`src/rtl/core/sgsf_pkg.sv`:
```
// Shared types and constants for the Savitzky-Golay slope filter.
// No dependencies; used by every module of the filter.
package sgsf_pkg;

  localparam int DEFAULT_SAMPLE_WIDTH = 16;
  localparam int TAP_COUNT = 5;
  localparam int QUEUE_DEPTH = 4;

  localparam logic [1:0] SEEN_NONE = 2'd0;
  localparam logic [1:0] SEEN_ONE = 2'd1;
  localparam logic [1:0] SEEN_FULL = 2'd2;

  localparam logic [2:0] CENTER_LEFT = 3'd2;
  localparam logic [2:0] CENTER_MID = 3'd3;
  localparam logic [2:0] CENTER_RIGHT = 3'd4;

  typedef struct packed {
    logic [2:0] first_center;
    logic       last_trace;
  } ctl_t;

endpackage

```
`src/rtl/core/sgsf_front.sv`:
```
// Front end: accepts samples, keeps the sample window and trace position,
// and builds one queue entry per sample that yields results. Uses sgsf_pkg.
module sgsf_front #(
  parameter int SAMPLE_WIDTH = sgsf_pkg::DEFAULT_SAMPLE_WIDTH
) (
  input  logic                           clk,
  input  logic                           rst,
  input  logic                           in_valid,
  output logic                           in_ready,
  input  logic signed [SAMPLE_WIDTH-1:0] sample,
  input  logic                           final_sample,
  input  logic                           q_full,
  output logic                           push,
  output logic signed [SAMPLE_WIDTH-1:0] taps [sgsf_pkg::TAP_COUNT],
  output sgsf_pkg::ctl_t                 ctl
);
  import sgsf_pkg::*;

  logic signed [SAMPLE_WIDTH-1:0] window [TAP_COUNT-1];
  logic [1:0] seen_count;
  logic [1:0] seen_count_next;
  logic accept;

  assign in_ready = !q_full;
  assign accept = in_valid && in_ready;
  assign push = accept && (final_sample || (seen_count == SEEN_FULL));

  always_comb begin
    for (int i = 0; i < TAP_COUNT - 1; i++) begin
      taps[i] = (seen_count == SEEN_NONE) ? sample : window[TAP_COUNT - 2 - i];
    end
    taps[TAP_COUNT-1] = sample;
    ctl.last_trace = final_sample;
    if (seen_count == SEEN_FULL) begin
      ctl.first_center = CENTER_LEFT;
    end else if (seen_count == SEEN_ONE) begin
      ctl.first_center = CENTER_MID;
    end else begin
      ctl.first_center = CENTER_RIGHT;
    end
  end

  always_comb begin
    if (final_sample) begin
      seen_count_next = SEEN_NONE;
    end else if (seen_count == SEEN_FULL) begin
      seen_count_next = SEEN_FULL;
    end else begin
      seen_count_next = seen_count + 2'd1;
    end
  end

  always_ff @(posedge clk) begin
    if (rst) begin
      seen_count <= SEEN_NONE;
    end else if (accept) begin
      seen_count <= seen_count_next;
    end
  end

  always_ff @(posedge clk) begin
    if (accept) begin
      window[0] <= sample;
      for (int i = 1; i < TAP_COUNT - 1; i++) begin
        window[i] <= (seen_count == SEEN_NONE) ? sample : window[i-1];
      end
    end
  end

endmodule

```
`src/rtl/core/sgsf_queue.sv`:
```
// Entry queue between front and back ends: tap sets plus control fields.
// Depth is a power of two from sgsf_pkg.
module sgsf_queue #(
  parameter int SAMPLE_WIDTH = sgsf_pkg::DEFAULT_SAMPLE_WIDTH
) (
  input  logic                           clk,
  input  logic                           rst,
  input  logic                           push,
  input  logic signed [SAMPLE_WIDTH-1:0] push_taps [sgsf_pkg::TAP_COUNT],
  input  sgsf_pkg::ctl_t                 push_ctl,
  input  logic                           pop,
  output logic                           q_valid,
  output logic                           q_full,
  output logic signed [SAMPLE_WIDTH-1:0] head_taps [sgsf_pkg::TAP_COUNT],
  output sgsf_pkg::ctl_t                 head_ctl
);
  import sgsf_pkg::*;

  localparam int PTR_W = $clog2(QUEUE_DEPTH);
  localparam int CNT_W = PTR_W + 1;
  localparam logic [CNT_W-1:0] FULL_COUNT = CNT_W'(QUEUE_DEPTH);

  logic signed [SAMPLE_WIDTH-1:0] tap_mem [QUEUE_DEPTH][TAP_COUNT];
  ctl_t ctl_mem [QUEUE_DEPTH];
  logic [PTR_W-1:0] wr_ptr;
  logic [PTR_W-1:0] rd_ptr;
  logic [CNT_W-1:0] count;

  assign q_valid = (count != '0);
  assign q_full = (count == FULL_COUNT);
  assign head_taps = tap_mem[rd_ptr];
  assign head_ctl = ctl_mem[rd_ptr];

  always_ff @(posedge clk) begin
    if (rst) begin
      wr_ptr <= '0;
      rd_ptr <= '0;
      count <= '0;
    end else begin
      if (push) begin
        wr_ptr <= wr_ptr + 1'b1;
      end
      if (pop) begin
        rd_ptr <= rd_ptr + 1'b1;
      end
      if (push && !pop) begin
        count <= count + 1'b1;
      end else if (pop && !push) begin
        count <= count - 1'b1;
      end
    end
  end

  always_ff @(posedge clk) begin
    if (push) begin
      tap_mem[wr_ptr] <= push_taps;
      ctl_mem[wr_ptr] <= push_ctl;
    end
  end

endmodule

```
`src/rtl/core/sgsf_back.sv`:
```
// Back end: steps through the result centers of the head entry, computes
// 2*(a-e)+(b-d) and holds each result in the output register. Uses sgsf_pkg.
module sgsf_back #(
  parameter int SAMPLE_WIDTH = sgsf_pkg::DEFAULT_SAMPLE_WIDTH
) (
  input  logic                             clk,
  input  logic                             rst,
  input  logic                             q_valid,
  input  logic signed [SAMPLE_WIDTH-1:0]   head_taps [sgsf_pkg::TAP_COUNT],
  input  sgsf_pkg::ctl_t                   head_ctl,
  output logic                             pop,
  output logic                             out_valid,
  input  logic                             out_ready,
  output logic signed [SAMPLE_WIDTH+2:0]   slope_tenths,
  output logic                             final_result
);
  import sgsf_pkg::*;

  localparam int OUT_WIDTH = SAMPLE_WIDTH + 3;

  logic [1:0] sub;
  logic [2:0] center;
  logic issue;
  logic entry_done;
  logic signed [SAMPLE_WIDTH-1:0] tap_a;
  logic signed [SAMPLE_WIDTH-1:0] tap_b;
  logic signed [SAMPLE_WIDTH-1:0] tap_d;
  logic signed [SAMPLE_WIDTH-1:0] tap_e;
  logic signed [SAMPLE_WIDTH:0] diff_far;
  logic signed [SAMPLE_WIDTH:0] diff_near;
  logic signed [OUT_WIDTH-1:0] slope_next;

  assign center = head_ctl.first_center + {1'b0, sub};
  assign entry_done = !head_ctl.last_trace || (center == CENTER_RIGHT);
  assign issue = q_valid && (!out_valid || out_ready);
  assign pop = issue && entry_done;

  always_comb begin
    unique case (center)
      CENTER_LEFT: begin
        tap_a = head_taps[0];
        tap_b = head_taps[1];
        tap_d = head_taps[3];
        tap_e = head_taps[4];
      end
      CENTER_MID: begin
        tap_a = head_taps[1];
        tap_b = head_taps[2];
        tap_d = head_taps[4];
        tap_e = head_taps[4];
      end
      default: begin
        tap_a = head_taps[2];
        tap_b = head_taps[3];
        tap_d = head_taps[4];
        tap_e = head_taps[4];
      end
    endcase
  end

  assign diff_far = {tap_a[SAMPLE_WIDTH-1], tap_a} - {tap_e[SAMPLE_WIDTH-1], tap_e};
  assign diff_near = {tap_b[SAMPLE_WIDTH-1], tap_b} - {tap_d[SAMPLE_WIDTH-1], tap_d};
  assign slope_next = {diff_far[SAMPLE_WIDTH], diff_far, 1'b0}
                    + {{2{diff_near[SAMPLE_WIDTH]}}, diff_near};

  always_ff @(posedge clk) begin
    if (rst) begin
      out_valid <= 1'b0;
      sub <= 2'd0;
    end else begin
      if (issue) begin
        out_valid <= 1'b1;
        sub <= entry_done ? 2'd0 : sub + 2'd1;
      end else if (out_ready) begin
        out_valid <= 1'b0;
      end
    end
  end

  always_ff @(posedge clk) begin
    if (issue) begin
      slope_tenths <= slope_next;
      final_result <= head_ctl.last_trace && (center == CENTER_RIGHT);
    end
  end

endmodule

```
`src/rtl/core/savitzky_golay_slope_filter.sv`:
```
// Results of a sample pass through the entry queue into the output register.
// Samples are accepted one per cycle while the queue is not full; a final
// sample yields up to three results, one per center, buffered by a
// four-entry queue. Reset clears the trace position, the queue and the
// output valid; the sample window needs no reset.
module savitzky_golay_slope_filter #(
  parameter int SAMPLE_WIDTH = sgsf_pkg::DEFAULT_SAMPLE_WIDTH
) (
  input  logic                           clk,
  input  logic                           rst,
  input  logic                           in_valid,
  output logic                           in_ready,
  input  logic signed [SAMPLE_WIDTH-1:0] sample,
  input  logic                           final_sample,
  output logic                           out_valid,
  input  logic                           out_ready,
  output logic signed [SAMPLE_WIDTH+2:0] slope_tenths,
  output logic                           final_result
);
  import sgsf_pkg::*;

  logic push;
  logic pop;
  logic q_valid;
  logic q_full;
  logic signed [SAMPLE_WIDTH-1:0] push_taps [TAP_COUNT];
  logic signed [SAMPLE_WIDTH-1:0] head_taps [TAP_COUNT];
  ctl_t push_ctl;
  ctl_t head_ctl;

  sgsf_front #(
    .SAMPLE_WIDTH(SAMPLE_WIDTH)
  ) u_front (
    .clk(clk),
    .rst(rst),
    .in_valid(in_valid),
    .in_ready(in_ready),
    .sample(sample),
    .final_sample(final_sample),
    .q_full(q_full),
    .push(push),
    .taps(push_taps),
    .ctl(push_ctl)
  );

  sgsf_queue #(
    .SAMPLE_WIDTH(SAMPLE_WIDTH)
  ) u_queue (
    .clk(clk),
    .rst(rst),
    .push(push),
    .push_taps(push_taps),
    .push_ctl(push_ctl),
    .pop(pop),
    .q_valid(q_valid),
    .q_full(q_full),
    .head_taps(head_taps),
    .head_ctl(head_ctl)
  );

  sgsf_back #(
    .SAMPLE_WIDTH(SAMPLE_WIDTH)
  ) u_back (
    .clk(clk),
    .rst(rst),
    .q_valid(q_valid),
    .head_taps(head_taps),
    .head_ctl(head_ctl),
    .pop(pop),
    .out_valid(out_valid),
    .out_ready(out_ready),
    .slope_tenths(slope_tenths),
    .final_result(final_result)
  );

endmodule

```
`config.mk`:
```
export PLATFORM = sky130hd
export DESIGN_NAME = savitzky_golay_slope_filter
export DESIGN_NICKNAME = d
export VERILOG_FILES = /design/src/rtl/core/sgsf_pkg.sv /design/src/rtl/core/sgsf_front.sv /design/src/rtl/core/sgsf_queue.sv /design/src/rtl/core/sgsf_back.sv /design/src/rtl/core/savitzky_golay_slope_filter.sv
export SDC_FILE = /design/constraint.sdc
export NUM_CORES = 1
export LEC_CHECK = 0
export BUFFER_PORTS_ARGS = -buffer_cell sky130_fd_sc_hd__buf_4
export CORE_MARGIN = 5
export CORE_UTILIZATION = 55
export CTS_CLUSTER_DIAMETER = 40
export DETAILED_ROUTE_END_ITERATION = 10
export PLACE_DENSITY_LB_ADDON = 0.1
export SLEW_MARGIN = 5
export SYNTH_ARGS = -nofsm -noshare
export SYNTH_HDL_FRONTEND = slang
export SYNTH_HIERARCHICAL = 1
export SYNTH_SLANG_ARGS = --single-unit
```
`constraint.sdc`:
```
create_clock -name clk -period 6.7 [get_ports clk]
set_input_delay 0 -clock clk [delete_from_list [all_inputs] [get_ports clk]]
set_output_delay 0 -clock clk [all_outputs]
set_load 0.05 [all_outputs]
```
# After elaboration in Yosys (flattened, before gate mapping)
# Memories as Yosys holds them, arrays and structs flattened. A register that Yosys moved wholly into a read port is not among the register bits.
# Cells that the tools add are included.
[totals]
mem_count = 3
ramBits = 400
reg_bits = 32
[op_classes]
n_mux = 24
n_eq_ne = 6
reduce_logical = 19
addsub = 10
[mem_list]
columns = ["memory", "words", "width", "read_ports", "rd_ports_with_merged_regs", "write_ports", "line", "text"]
rows = [
  ["u_queue.tap_mem", 4, 80, 1, 1, 1, "sgsf_queue.sv:23", "logic signed [SAMPLE_WIDTH-1:0] tap_mem [QUEUE_DEPTH][TAP_COUNT];"],
  ["u_front.window", 4, 16, 4, 0, 4, "sgsf_front.sv:19", "logic signed [SAMPLE_WIDTH-1:0] window [TAP_COUNT-1];"],
  ["u_queue.ctl_mem", 4, 4, 1, 1, 1, "sgsf_queue.sv:24", "ctl_t ctl_mem [QUEUE_DEPTH];"],
]
[ops]
columns = ["op", "count"]
rows = [
  ["$mux W16", 5],
  ["$pmux W16 S2", 2],
  ["$sub A16 B16 Y17", 2],
  ["$add A18 B17 Y19", 1],
  ["$mux W2", 7],
  ["$mux W3", 4],
  ["$add A2 B1 Y2 const B", 4],
  ["$logic_and A1 B1 Y1", 7],
  ["$eq A3 B2 Y1 const B", 2],
  ["$eq A3 B3 Y1 const B", 2],
  ["$mux W1", 6],
  ["$logic_not A1 Y1", 5],
  ["$reduce_bool A2 Y1", 2],
  ["$add A3 B1 Y3 const B", 1],
  ["$add A3 B2 Y3", 1],
  ["$logic_or A1 B1 Y1", 3],
  ["$reduce_bool A3 Y1", 1],
  ["$sub A3 B1 Y3 const B", 1],
  ["$eq A2 B1 Y1 const B", 1],
  ["$eq A2 B2 Y1 const B", 1],
  ["$logic_not A2 Y1", 1],
]

# Depth between registers and ports, before layout
# Gate-level depths: netlist of run 1.
[depth]
word_depth = 8
mapped_depth = 28

# Cells and area by module
# The synthesis of run 1 kept the hierarchy.
[by_module_without_submodules]
columns = ["mod", "cells_per_inst", "n_inst", "area_per_inst_um2"]
rows = [
  ["sgsf_queue", 482, 1, 12548.3],
  ["sgsf_back", 459, 1, 3706.1],
  ["sgsf_front", 254, 1, 2869.0],
]

# Least setup slack after synthesis of run 1
# OpenSTA, ideal clock, no wires.
[synth_timing]
path_kind = "register -> register"
startpoint = "register with a tool-made name"
endpoint = "register u_back.slope_tenths[16] (data pin)"
path_stages_with_launch = 28
setup_slack_ns = 0.626
arrival_ns = 5.797
setup_time_ns = 0.278
required_time_ns = 6.422
period_less_slack_ns = 6.074
cell_sequence = "dfxtp_1 buf_6 mux4_2 ha_1 fa_1 xnor2_1 nand2_1 clkbuf_1 clkbuf_1 a21oi_1 ha_1 fa_1 nand2b_1 a21oi_1 a221o_1 a41o_1 a31oi_1 xor2_1 fa_1 inv_1 ha_1 buf_2 nand2_1 nor2b_1 o211ai_1 a21boi_1 mux2i_1 o311ai_0"
[synth_lines]
columns = ["element", "line", "text"]
rows = [
  ["end signal, assigned", "sgsf_back.sv:82", "slope_tenths <= slope_next;"],
  ["end, declared", "sgsf_back.sv:14", "output logic signed [SAMPLE_WIDTH+2:0] slope_tenths,"],
]

==> results_dict.tcl, run 1 <==
set metrics [dict create \
    status "finished clean" \
    hold_class "primary input to flop" \
    core_um2 34460 \
    port_buffers 42 \
    crit_buf_inv 2 \
    worstSkewPairLatency_ns 0.59 \
    synth_xor_area_share_pct 1.649 \
    synthAdderAreaFrac_pct 5.077 \
    gp_congestion 0.8464 \
    drtAntennaViolNets 0 \
    num_vias 10050 \
    synth-simple-area-share_pct 3.520 \
    slowest_delay_ns 0.52 \
    synth_top_area_share_pct 65.95 \
    start_util_pct 55.50 \
    layout_common_cells "edfxtp_1 (420), inv_1 (126), o21ai_0 (107)" \
    yosysSeqAreaShare_pct 67.42 \
    gr-total-overflow 0 \
    die_x_um 196.5 \
    yosysTopAreaCell "edfxtp_1" \
    muxShareOfSynthArea_pct 12.00 \
    crit_arrival_ns 6.46 \
    drt_first_pass_iters 7 \
    ys_ff_latch 434 \
    cpMaxStageDelayCell "mux4_2" \
    cts_buffers 54 \
    avgViaCountPerCell 5.661 \
    cp_top_family "adder cells" \
    cts_resized 0 \
    post-route-period-util_pct 91.83 \
    num_rows 68 \
    tns_ns 0 \
    layout-drive-gt1-share_pct 19.47 \
    yosys_warnings 6 \
    cap_violations 0 \
    area_delta_synth_final_pct 14.73 \
    synth_top_family_by_area "multiplexers" \
    hold_viol_final 0 \
    clk_pin_slew_ns 0.06 \
    max_freq_mhz 162.5 \
    synth_nets 1281 \
    cts_root_buffer "clkbuf_16" \
    ys.flop_type "edfxtp_1" \
    grt_pass1_vias 10170 \
    syn_inst 1195 \
    synth_cell_types 52 \
    setup_viol 0 \
    cts_buffer_depth 3 \
    end_kind "flop" \
    layout.nets 1362 \
    grt_max_degree 61 \
    io_pins 43 \
    avgSynthCellArea_um2 16.00 \
    worst_slew_pin_slew_ns 0.8792 \
    drt_wl_total_um 36800 \
    final_common_cell "edfxtp_1" \
    synthTopCellsByArea "edfxtp_1 (66%), mux4_2 (9.9%), ha_1 (2.9%), o21ai_0 (2.8%), inv_1 (2.5%)" \
    cts_tree "built" \
    grt_pass1_wl_um 58260 \
    fillers 2445 \
    drt_iter0_markers 537 \
    cts.sinks 434 \
    crit_top_cell "fa_1" \
    rsz0062_at_grt "false" \
    cts_max_level 2 \
    die_h_um 196.5 \
    slew_violations 0 \
    path_max_fanout 10 \
    drc 0 \
    critPathLaunchType "flop" \
    hold_slack_ns 0.1804 \
    critical_path_required_ns 7.01 \
    fin_crit_ns 6.153 \
    diodes 0 \
    wire_per_inst_um 20.73 \
    synthesis.area_um2 19120 \
    dieArea_um2 38600 \
    skew_ns 0.02788 \
    crit_type "flop to flop" \
    synth_edf_count 420 \
    slew_headroom_pct 41.38 \
    rrSetupSlack_ns 0.55 \
    grt.total_usage_pct 19.48 \
    synth_compound_gate_area_share_pct 5.843 \
    antenna_found_initial 0 \
    path_cells "buf_12 > mux4_2 > fa_1 > xnor2_1 > nand2_2 > nor2_1 > a21oi_1 > ha_1 > fa_1 > nand2b_1 > a21oi_1 > a221o_1 > a41o_1 > a31oi_1 > xor2_1 > fa_1 > inv_1 > ha_1 > nand2_1 > nor2b_1 > o211ai_1 > a21boi_1 > mux2i_1 > o311ai_0" \
    ys_async_sr_fraction_pct 0 \
    post-dp-hpwl_um 22860 \
]
## per-stage QoR
stage               utilization, %  cell area (um^2)  setup slack [ns]  std cells
finish                       63.67             21940            0.5472       1775
global route                 63.67             21940           0.06425       1775
CTS                          63.44             21860            0.4289       1766
detailed placement           57.43             19790            0.4666       1645
global placement             57.43             19790            0.5621       1645
floorplan                        -             19120            0.6259       1195
## logic make-up after synthesis
kind of cell | Yosys count
fa+ha+maj | 65
mux | 124
buf+inv | 191
compound gates | 197
xor+xnor | 36
simple gates | 148
flops | 434
## flip-flops by register name (all words and copies together), names as in the netlist, named ones only
signal               cells
u_queue/wr_ptr           2
u_queue/rd_ptr           2
u_back/out_valid         1
u_queue/ctl_mem         16
u_queue/count            3
u_front/seen_count       2
u_back/sub               2
u_queue/tap_mem        320
u_back/slope_tenths     19
u_front/window          64
u_back/final_result      1
## cells in the mapped netlist (2+ instances only)
library cell,number
a21o_2,2
nand2_1,66
xor2_1,13
a21oi_1,42
and2_1,8
nand3b_1,2
ha_1,44
nand4_1,3
mux2_2,2
nor3_1,6
inv_1,127
nor2_1,35
a21boi_0,3
edfxtp_1,420
o21bai_1,2
mux2i_1,38
and3_1,3
o21ai_1,2
clkbuf_1,23
buf_6,7
buf_4,19
dfxtp_1,14
o21ai_0,107
o211ai_1,6
buf_2,15
nor2b_1,4
a311oi_1,2
or3_1,4
xnor2_1,23
a31oi_1,4
nand2b_1,9
mux4_2,84
nand3_1,3
a21o_1,15
fa_1,21
## layer usage
| metal | share of wire [%] | vias to the layer above | GRT usage, % |
|---|---|---|---|
| li1 | - | 4657 | - |
| met1 | 47 | 5112 | 29.51 |
| met2 | 46 | 233 | 29.99 |
| met3 | 4.6 | 46 | 3.197 |
| met4 | 1.8 | 0 | 5.250 |
| met5 | 0 | - | 0 |
## area by class of cell
| type | instances | area (um^2) | share of cell area (%) |
|---|---|---|---|
| flip-flops and latches | 434 | 12900 | 58.79 |
| multi-input cells | 570 | 5389 | 24.56 |
| clock buffers | 60 | 1374 | 6.261 |
| repair buffers | 89 | 745.7 | 3.399 |
| well taps | 455 | 569.3 | 2.595 |
| clock inverters | 40 | 486.7 | 2.218 |
| inverters | 127 | 476.7 | 2.173 |
## what timing repair did
action                                 in CTS  in global routing
hold buffers                               21                  0
setup endpoints to repair                   0                  1
endpoints found under the hold margin     336                  0
setup buffers                               0                  9
## path summary, 6_finish.rpt
| kind | startpoint | to | cells past startpoint |
|---|---|---|---|
| worst min register to register | u_front/seen_count[1] | u_front/seen_count[1] | 2 |
| worst min-delay path | sample[15] | u_front/window[0][15] | 2 |
| worst max-delay path | flop | u_back/slope_tenths[16] | 24 |
| worst max register to register | flop | u_back/slope_tenths[16] | 24 |
Power of run 1 is not shown: default switching activity piles up to over one toggle a cycle in this logic, so the estimate is an artifact.
==> run 2, diff against run 1 <==
- CORE_UTILIZATION: 55 -> 43
- CTS_BUF_LIST: default -> sky130_fd_sc_hd__clkbuf_16
- SYNTH_HIERARCHICAL: 1 -> default
==> results_dict.tcl, run 2 <==
set metrics [dict create \
    num_rows 77 \
    largest_reg_flops 320 \
    hold_start "sample[5]" \
    ys_async_sr_fraction_pct 0 \
    synth_top_area_share_pct 66.50 \
    yosys_warnings 0 \
    min_path_cells 2 \
    end_kind "flop" \
    final_common_cell "edfxtp_1" \
    setup_viol 0 \
    cts_root_buffer "clkbuf_16" \
    skew_ns 0.01865 \
    crit_type "flop to flop" \
    avgSynthCellArea_um2 16.39 \
    reg_top3 "u_queue.tap_mem (320), u_front.window (64), u_back.slope_tenths (19)" \
    layout.nets 1341 \
    tns_ns 0 \
    clk_pin_slew_ns 0.06 \
    die_h_um 220.0 \
    synthTopCellsByCount "edfxtp_1 (420), o21ai_0 (108), inv_1 (101)" \
    critPathLaunchType "flop" \
    ys_ff_latch 434 \
    diodes 0 \
    post-route-period-util_pct 92.13 \
    slew_violations 0 \
    grt_max_degree 81 \
    rrSetupSlack_ns 0.53 \
    grt_pass1_wl_um 61780 \
    synth_cell_types 56 \
    gp_congestion 0.8325 \
    die_x_um 220.0 \
    cts.sinks 434 \
    grt_pass1_vias 10500 \
    layout_common_cells "edfxtp_1 (420), o21ai_0 (108), inv_1 (105)" \
    r2r_cells 20 \
    avgViaCountPerCell 5.244 \
    rsz0062_at_grt "false" \
    slew_headroom_pct 29.76 \
    gr-total-overflow 0 \
    worstReg2RegEnd "u_back.slope_tenths[15]" \
    drt_first_pass_iters 5 \
    post-dp-hpwl_um 23870 \
    synth_nets 1243 \
    status "finished clean" \
    slowest_delay_ns 0.50 \
    synthesis.area_um2 18960 \
    ys.flop_type "edfxtp_1" \
    drt_iter0_markers 644 \
    antenna_found_initial 0 \
    cts_tree "built" \
    dieArea_um2 48400 \
    synthTopCellsByArea "edfxtp_1 (67%), mux4_2 (9.9%), ha_1 (2.9%), o21ai_0 (2.9%), mux2i_1 (2.7%)" \
    crit_arrival_ns 6.50 \
    hold_viol_final 0 \
    wire_per_inst_um 20.71 \
    synth_edf_count 420 \
    area_delta_synth_final_pct 17.06 \
    path_max_fanout 32 \
    cts_max_level 2 \
    io_pins 43 \
    cts_setup_buffers 0 \
    drc 0 \
    max_freq_mhz 162.0 \
    hold_class "primary input to flop" \
    start_util_pct 43.17 \
    fin_crit_ns 6.173 \
    cap_violations 0 \
    worstSkewPairLatency_ns 0.61 \
    cts_buffers 61 \
    yosysTopAreaCell "edfxtp_1" \
    drtAntennaViolNets 0 \
    drt_wl_total_um 39280 \
    yosysMostFrequentCell "edfxtp_1" \
    port_buffers 42 \
    critical_path_required_ns 7.03 \
    layout-drive-gt1-share_pct 20.00 \
    cpMaxStageDelayCell "mux4_2" \
    path_cells "mux4_2 > ha_2 > fa_1 > xnor2_1 > nand2_2 > buf_4 > o21ai_0 > ha_1 > a21oi_1 > o22ai_1 > nor2_1 > nand2_1 > a311oi_1 > fa_1 > ha_1 > a21oi_1 > o21ai_0 > or3_1 > nand3b_1 > a211oi_1" \
    worst_slew_pin_slew_ns 1.054 \
    num_vias 9947 \
    cts_buffer_depth 3 \
    grt.total_usage_pct 16.76 \
    core_um2 43930 \
    hold_end "u_queue.tap_mem[3][5]" \
    syn_inst 1157 \
    yosysSeqAreaShare_pct 67.98 \
    top_register "u_queue.tap_mem" \
]
## run 2: changes by cell type after synthesis, moves of 5 or more
cell | previous run | this run
nand2b_1 | 9 | 3
mux2i_1 | 38 | 51
inv_1 | 127 | 101
clkbuf_1 | 23 | 28
buf_6 | 7 | 2
buf_4 | 19 | 0
nor2_1 | 35 | 23
buf_2 | 15 | 10
xnor2_1 | 23 | 15
a21o_1 | 15 | 8
buf_1 | 0 | 5
## run 2: per-stage QoR
step / instance area, um^2 / hold slack, ns / worst slack, ns / util (%) / cells
6_report: 22200 / 0.1608 / 0.5272 / 50.53 / 1897
5_1_grt: 22200 / 0.1459 / 0.07640 / 50.53 / 1897
4_1_cts: 22200 / 0.1220 / 0.5422 / 50.53 / 1897
3_5_place_dp: 19970 / 0.2229 / 0.5481 / 45.47 / 1763
3_3_place_gp: 19970 / 0.2243 / 0.6875 / 45.47 / 1763
2_1_floorplan: 18960 / 0.06907 / 0.1454 / - / 1157
## run 2: cell type report
type	instances	area (um^2)
Clock buffer	62	1551
Clock inverter	51	464.2
Fill cell	3660	21730
Inverter	102	382.9
Multi-Input combinational cell	576	5508
Sequential cell	434	12900
Tap cell	592	740.7
Timing Repair Buffer	80	653.1
## run 2: worst max-delay path by stage
stage                     from                      end  slack (ns)  depth (start not counted)
after floorplan           flop  u_back.slope_tenths[18]        0.15                         26
after global placement    flop  u_back.slope_tenths[15]        0.69                         20
after detailed placement  flop  u_back.slope_tenths[15]        0.55                         20
after CTS                 flop  u_back.slope_tenths[17]        0.54                         19
after global routing      flop  u_back.slope_tenths[17]        0.08                         19
final                     flop  u_back.slope_tenths[15]        0.53                         20
## run 2: cells by family after synthesis
logic type / synth area share, %
mux: 13.02
flops: 67.98
buf+inv: 3.055
simple gates: 3.543
xor+xnor: 1.432
compound gates: 5.846
fa+ha+maj: 5.120
## run 2: routing by layer
layer	vias to the layer above	routed length [um]	global-route usage, %
met4	0	748	4.743
met2	172	18890	27.51
met1	5018	18170	23.47
li1	4696	-	-
met5	-	0	0
met3	61	1468	2.638
## run 2: critical path, delay by kind of cell (launching register included)
kind	cells	cell delay (ns)
xor+xnor	1	0.22
compound gates	7	1.65
fa+ha+maj	5	1.90
mux	1	0.50
flops	1	0.37
simple gates	5	1.02
buf+inv	1	0.24
## run 2: repair_timing
action,in CTS,in global routing
endpoints found under the hold margin,374,0
hold buffers,21,0
gates resized for setup,0,0
Power of run 2 is left out for the same reason.
